[config.mk]
export PLATFORM = sky130hd
export DESIGN_NAME = sensor_sampling_sequencer_top
export DESIGN_NICKNAME = d
export VERILOG_FILES = /design/src/hdl/sss_pkg.sv /design/src/hdl/sss_step.sv /design/src/hdl/sensor_sampling_sequencer_top.sv
export SDC_FILE = /design/constraint.sdc
export NUM_CORES = 1
export LEC_CHECK = 0
export BUFFER_PORTS_ARGS = -buffer_cell sky130_fd_sc_hd__buf_2
export CORE_MARGIN = 4
export CORE_UTILIZATION = 51
export CTS_BUF_LIST = sky130_fd_sc_hd__clkbuf_16
export DETAILED_ROUTE_END_ITERATION = 10
export PLACE_DENSITY = 0.81
export SYNTH_ARGS = -nofsm -noshare
export SYNTH_HDL_FRONTEND = slang
export SYNTH_SLANG_ARGS = --single-unit
[constraint.sdc]
create_clock -name clk -period 5.4 [get_ports clk]
set_clock_uncertainty 0.15 [all_clocks]
set_input_delay 0.27 -clock clk [delete_from_list [all_inputs] [get_ports clk]]
set_output_delay 0.27 -clock clk [all_outputs]
set_load 0.01 [all_outputs]
[src/hdl/sss_pkg.sv]
// sss_pkg: types, constants and helpers for the sensor sampling sequencer
// used by sss_step and sensor_sampling_sequencer_top; no dependencies
package sss_pkg;

  // counter and period widths
  localparam int COUNT_WIDTH  = 16;
  localparam int PERIOD_WIDTH = 16;
  localparam int CFG_IDX_WIDTH = 2;

  typedef logic [COUNT_WIDTH-1:0]   count_t;
  typedef logic [PERIOD_WIDTH-1:0]  period_t;
  typedef logic [CFG_IDX_WIDTH-1:0] cfg_idx_t;

  // configuration register indexes
  localparam cfg_idx_t CFG_WARMUP  = 2'd0;
  localparam cfg_idx_t CFG_SLEEP   = 2'd1;
  localparam cfg_idx_t CFG_REFRESH = 2'd2;

  // command codes
  typedef enum logic [1:0] {
    CMD_TICK    = 2'd0,
    CMD_INIT    = 2'd1,
    CMD_REQUEST = 2'd2,
    CMD_FAULT   = 2'd3
  } command_t;

  // sequencer phases
  typedef enum logic [2:0] {
    PH_WARMUP  = 3'd0,
    PH_READY   = 3'd1,
    PH_BUSY    = 3'd2,
    PH_SLEEP   = 3'd3,
    PH_TIMEOUT = 3'd4,
    PH_ERROR   = 3'd5
  } phase_t;

  // input item
  typedef struct packed {
    command_t command;
    logic     update_done;
    logic     data_ready;
    logic     fault_kind;
  } in_item_t;

  // result item
  typedef struct packed {
    phase_t phase;
    logic   update_pending;
    logic   start_update;
    logic   poll_busy;
  } out_item_t;

  // period registers
  typedef struct packed {
    period_t warmup_period;
    period_t sleep_period;
    period_t refresh_period;
  } cfg_t;

  // sequencer state
  typedef struct packed {
    phase_t phase;
    logic   pending;
    count_t warmup_count;
    count_t sleep_count;
    count_t refresh_count;
  } seq_state_t;

  // period taken modulo 2^COUNT_WIDTH when loaded into a counter
  function automatic count_t load_count(input period_t p);
    logic [PERIOD_WIDTH+COUNT_WIDTH-1:0] wide;
    wide = {{COUNT_WIDTH{1'b0}}, p};
    return wide[COUNT_WIDTH-1:0];
  endfunction

endpackage

[src/hdl/sss_step.sv]
// sss_step: next-state and result logic for one command item
// depends on sss_pkg
module sss_step
  import sss_pkg::*;
(
  input  seq_state_t st,
  input  cfg_t       cfg,
  input  in_item_t   item,
  output seq_state_t st_next,
  output out_item_t  res
);

  logic start;
  logic poll;
  logic sleep_en;
  logic refresh_en;
  logic warmup_en;
  seq_state_t fin;

  assign sleep_en   = (cfg.sleep_period != '0);
  assign refresh_en = (cfg.refresh_period != '0);
  assign warmup_en  = (cfg.warmup_period != '0);

  // finish-sample outcome: clear request, then sleep or ready
  always_comb begin
    fin = st;
    fin.pending = 1'b0;
    if (sleep_en) begin
      fin.phase       = PH_SLEEP;
      fin.sleep_count = load_count(cfg.sleep_period);
    end else begin
      fin.phase = PH_READY;
      if (refresh_en) begin
        fin.refresh_count = load_count(cfg.refresh_period);
      end
    end
  end

  // command decode and phase stepping
  always_comb begin
    st_next = st;
    start   = 1'b0;
    poll    = 1'b0;
    case (item.command)
      CMD_TICK: begin
        case (st.phase)
          PH_WARMUP: begin
            if (st.warmup_count != '0) begin
              st_next.warmup_count = st.warmup_count - 1'b1;
            end else begin
              st_next.phase = PH_READY;
            end
          end
          PH_READY: begin
            if (refresh_en) begin
              if (st.refresh_count != '0) begin
                st_next.refresh_count = st.refresh_count - 1'b1;
              end else begin
                st_next.pending = 1'b1;
              end
            end
            if (st_next.pending) begin
              start = 1'b1;
              if (item.update_done) begin
                // sleep keeps refresh count as stepped above
                st_next.pending = 1'b0;
                if (sleep_en) begin
                  st_next.phase       = PH_SLEEP;
                  st_next.sleep_count = load_count(cfg.sleep_period);
                end else begin
                  st_next.phase = PH_READY;
                  if (refresh_en) begin
                    st_next.refresh_count = load_count(cfg.refresh_period);
                  end
                end
              end else begin
                st_next.phase = PH_BUSY;
              end
            end
          end
          PH_BUSY: begin
            if (st.pending) begin
              poll = 1'b1;
              if (item.data_ready) begin
                st_next = fin;
              end
            end
          end
          PH_SLEEP: begin
            if (st.sleep_count != '0) begin
              st_next.sleep_count = st.sleep_count - 1'b1;
            end else begin
              st_next.phase = PH_READY;
              if (refresh_en) begin
                st_next.refresh_count = load_count(cfg.refresh_period);
              end
            end
          end
          // timeout, error: recover through finish
          default: begin
            st_next = fin;
          end
        endcase
      end
      CMD_INIT: begin
        if (warmup_en) begin
          st_next.phase        = PH_WARMUP;
          st_next.warmup_count = load_count(cfg.warmup_period);
        end else begin
          st_next.phase = PH_READY;
        end
      end
      CMD_REQUEST: begin
        st_next.pending = 1'b1;
      end
      default: begin
        st_next.phase = item.fault_kind ? PH_ERROR : PH_TIMEOUT;
      end
    endcase
  end

  // result item
  always_comb begin
    res.phase          = st_next.phase;
    res.update_pending = st_next.pending;
    res.start_update   = start;
    res.poll_busy      = poll;
  end

endmodule

[src/hdl/sensor_sampling_sequencer_top.sv]
// sensor_sampling_sequencer_top: state, period registers and result register
// depends on sss_pkg and sss_step
// result: an accepted item's result appears in the output register in the next cycle
// throughput: one item per cycle while the output is not stalled; a single next-state
// pass sits between the state registers and the result register, which frees itself as it is taken
// reset: phase ready, request clear, all counters and periods zero, no result held
module sensor_sampling_sequencer_top
  import sss_pkg::*;
(
  input  logic      clk,
  input  logic      rst,
  input  logic      in_valid,
  output logic      in_stall,
  input  in_item_t  in_data,
  output logic      out_valid,
  input  logic      out_stall,
  output out_item_t out_data,
  input  logic      cfg_valid,
  output logic      cfg_ready,
  input  cfg_idx_t  cfg_index,
  input  period_t   cfg_data
);

  cfg_t       cfg;
  seq_state_t st;
  seq_state_t st_next;
  out_item_t  res;
  logic       in_accept;
  logic       out_valid_next;

  // configuration writes are always taken
  assign cfg_ready = 1'b1;

  always_ff @(posedge clk) begin
    if (rst) begin
      cfg <= '0;
    end else if (cfg_valid && cfg_ready) begin
      case (cfg_index)
        CFG_WARMUP:  cfg.warmup_period  <= cfg_data;
        CFG_SLEEP:   cfg.sleep_period   <= cfg_data;
        CFG_REFRESH: cfg.refresh_period <= cfg_data;
        default: ;
      endcase
    end
  end

  // handshake: stall only while a held result is itself stalled
  assign in_stall       = out_valid && out_stall;
  assign in_accept      = in_valid && !in_stall;
  assign out_valid_next = in_accept || (out_valid && out_stall);

  sss_step u_step (
    .st      (st),
    .cfg     (cfg),
    .item    (in_data),
    .st_next (st_next),
    .res     (res)
  );

  // sequencer state
  always_ff @(posedge clk) begin
    if (rst) begin
      st.phase         <= PH_READY;
      st.pending       <= 1'b0;
      st.warmup_count  <= '0;
      st.sleep_count   <= '0;
      st.refresh_count <= '0;
    end else if (in_accept) begin
      st <= st_next;
    end
  end

  // result register
  always_ff @(posedge clk) begin
    if (rst) begin
      out_valid <= 1'b0;
    end else begin
      out_valid <= out_valid_next;
    end
  end

  always_ff @(posedge clk) begin
    if (in_accept) begin
      out_data <= res;
    end
  end

  // a launch and a poll never share one item
  assert property (@(posedge clk) disable iff (rst)
    out_valid |-> !(out_data.start_update && out_data.poll_busy))
    else $error("start and poll strobes both set");

  // entering busy on a launch leaves the request outstanding
  assert property (@(posedge clk) disable iff (rst)
    (out_valid && out_data.start_update && out_data.phase == PH_BUSY)
      |-> out_data.update_pending)
    else $error("busy after launch without pending request");

  // a poll is only made with a request outstanding
  assert property (@(posedge clk) disable iff (rst)
    (out_valid && out_data.poll_busy && out_data.phase == PH_BUSY)
      |-> out_data.update_pending)
    else $error("poll left busy without pending request");

  // the state moves only on an accepted item
  assert property (@(posedge clk) disable iff (rst)
    !$past(in_accept) && !$past(rst) |-> $stable(st))
    else $error("sequencer state changed without an item");

endmodule
==> results by group <==
Outcome
  – Outcome: finished clean

Global route
  – Vias in the first global route: ~5400
  – Initial antenna violation count: 0
  – GRT Total Usage: 0.245
  – Pin count of the biggest net entering global routing: between 90 and 100
  – First-pass GRT wire length: 26300 um
  – GRT overflow: 0

Placed design
  – Global placement routability congestion: between 0.9 and 1
  – Inst Count DP: between 900 and 1000
  – Port buffer count: 35
  – Placed Area: 0.00598 sq mm
  – DP Wirelength: 11400 um

Worst hold path
  – Tightest Hold Check Type: input port to flip-flop

Drt
  – Starting DRT DRC Count: roughly 720
  – ANT nets after route: 0
  – WL final: 16200 um
  – Residual DRC: 0
  – Vias: 5965
  – Vias per cell: 6.50
  – Drt wl/cell: 17.6 um
  – Drt first pass iters: 8

Floorplanning
  – Die Span Y: approximately 110 um
  – Row count: 38
  – Initial Util: 0.529
  – Full die area: 0.0132 sq mm
  – Core Footprint: approximately 0.011 sq mm
  – I/O pins: 37
  – Die width: ~110 um

Setup path
  – Worst-path cell with the longest stage delay: o211ai_1
  – Worst EP arrival: around 3900 ps
  – Crit start category: flip-flop
  – WS Path Type: flip-flop to flip-flop
  – Critical path capture point type: flip-flop
  – Critical path cell sequence: nand3_1, o211ai_1, or2_0, nor2_1, a31o_1, a221o_1
  – Critical path required time: around 5500 ps
  – Slowest Stage Delay on Critical Path: roughly 980 ps
  – CP Max Fanout: 17

Cells and area
  – Area growth syn-to-layout: 7.75%
  – Layout Cells excl Fill: about 920
  – Share of cells above drive strength 1: 0.0952
  – Final Net Count: 805
  – Antenna diodes: 0
  – Post-layout util: 0.570
  – Post-route design area: 0.00626 sq mm

STA
  – Final setup violation count: 0
  – Fraction of the cycle the final worst path needs: 0.704
  – Hold Vio Cnt, Final: 0
  – Worst hold slack: approximately 38 ps
  – RSZ-0062 raised after global routing: false
  – Max-Slew Margin vs Limit: 0.339
  – Slew Viols, Final: 0
  – Fmax: 0.263 GHz
  – Min cycle time layout: between 3000 and 4000 ps
  – Slew @ Worst Pin: roughly 990 ps
  – Setup_tns: 0 ps

Clock tree
  – Later-pin clock latency in the skew report: 350 ps
  – Hold-fix buffers, CTS: 1
  – TritonCTS clock tree: yes
  – Post-CTS setup buffers: 0
  – Clock root buffer master: clkbuf_16
  – H-tree depth: 3
  – Total CTS buffers: 9
  – Maximum clock insertion buffer count: 2
  – CTS clock-pin slew for the worst setup and hold paths: around 70 ps
  – CTS sink cnt: 107
  – CTS resizes: 0

Power and ir drop
  – VDD IR-drop max: between 0.2 and 0.3 mV
  – Pwr/cell area: 321 mW/mm^2
  – Leak Pwr: 2.28 nW

Logic synthesis
  – Syn Inst Count: 771
  – Synth Warn #: 0
  – Main synth FF type: dfxtp_1
  – Syn Area/Cell: around 7.5 sq um
  – Synth Cell Area: between 0.005 and 0.006 sq mm
  – EDFF count, synth: 6
  – Cell variety after synth: between 70 and 80
  – Register bit total from synthesis: about 110
  – Syn_nets: approximately 800
  – Async set or reset register ratio after synthesis: 0
  – Seq/Total Area, Yosys: 0.379

Job
  – Max cap viols: 0
-- state kept, by name (all words and copies together) (netlist names) --
signal     count
out_valid      1
cfg           48
st            52
out_data       6
-- stage by stage --
step / power [mW] / setup WS [ps]
finish: 2.01 / 1600
global route: 2.10 / 1360
CTS: 2.00 / 1660
detailed placement: 1.40 / 1670
global placement: 1.38 / 1820
floorplan: 1.27 / 2740
-- cell usage in the layout, fill, tap and decap left out, types with 8 or more instances in the layout --
cell	netlist	layout
clkbuf_16	0	9
dfxtp_1	101	101
a22o_1	8	8
a21oi_1	82	82
nand2_1	147	147
nor2_1	59	59
a22oi_1	22	22
o21ai_0	37	37
inv_1	21	22
buf_2	6	35
nor3_1	27	26
o21ai_1	15	15
nand3_1	17	17
or4_1	9	9
nor4_1	23	23
-- worst max-delay path, delay by kind of cell, from the launching register on --
family | cells | cell delay, ps
and+or+nand+nor | 3 | 1450
DFF | 1 | 580
AOI/OAI and AO/OA | 3 | 1500
-- worst paths after layout --
path         slack [ps]  cells past startpoint      end         from
min reg2reg         330                      2  cfg[44]      cfg[44]
max                1600                      6   st[15]       st[49]
min                  40                      3   cfg[1]  cfg_data[1]
max reg2reg        1600                      6   st[15]       st[49]
-- synthesized netlist by cell type, types with 3 or more instances --
cell type | instances | area [sq um]
a221o_1 | 3 | 30.0
a21oi_1 | 82 | 410
a22oi_1 | 22 | 165
and3b_1 | 4 | 35.0
o211ai_1 | 7 | 52.6
o21ai_0 | 37 | 185
dfxtp_1 | 101 | 2020
clkbuf_1 | 38 | 143
a31o_2 | 4 | 35.0
or4_1 | 9 | 67.6
a31oi_1 | 6 | 37.5
a22o_1 | 8 | 70.1
nand3_1 | 17 | 85.1
a21boi_0 | 3 | 22.5
nor4_1 | 23 | 144
buf_2 | 6 | 30.0
a211oi_1 | 7 | 52.6
a21o_1 | 4 | 30.0
o31ai_1 | 5 | 37.5
and4_1 | 4 | 35.0
nand4_1 | 6 | 37.5
xor2_1 | 3 | 26.3
or3_1 | 6 | 37.5
ha_1 | 4 | 50.1
nor3_1 | 27 | 135
or2_2 | 3 | 18.8
nor2_1 | 59 | 221
a221oi_1 | 6 | 52.6
o21a_1 | 6 | 45.0
and3_1 | 3 | 18.8
o22ai_1 | 7 | 43.8
nand2b_1 | 6 | 37.5
inv_1 | 21 | 78.8
o21ai_1 | 15 | 75.1
nand2_1 | 147 | 552
nand3b_1 | 3 | 22.5
nor3b_1 | 5 | 37.5
o32ai_1 | 3 | 26.3
edfxtp_1 | 6 | 180
-- cell type report --
cell class,instances,area (sq um)
Clock buffer,9,225
Clock inverter,6,40.0
Timing Repair Buffer,41,223
Inverter,21,78.8
Sequential cell,107,2200
Fill cell,1006,4720
Multi-Input combinational cell,593,3320
Tap cell,140,175
-- kinds of logic (layout without fill, tap and decap cells) --
logic type | after synthesis | after routing | synth area share
AND/OR/NAND/NOR | 334 | 334 | 0.277
adder cells (fa/ha/maj) | 4 | 4 | 0.00862
XOR/XNOR | 5 | 5 | 0.00754
flip-flops | 107 | 107 | 0.379
buffers and inverters | 71 | 77 | 0.0510
multiplexers | 2 | 2 | 0.00345
other | 1 | 1 | 0.000646
AO/OA/AOI/OAI | 247 | 247 | 0.273
-- routing by layer --
metal,GRT usage,wire (um)
met2,0.393,7460
met1,0.332,6980
met3,0.0465,1330
met4,0.0869,393
met5,0,0
-- where the power goes --
group	total (mW)	switching, mW	internal [mW]
sequential	0.874	0.0408	0.833
clock	0.611	0.300	0.312
combinational	0.522	0.341	0.180
total	2.01	0.682	1.33
No activity file was read; power rests on OpenSTA's default activity.
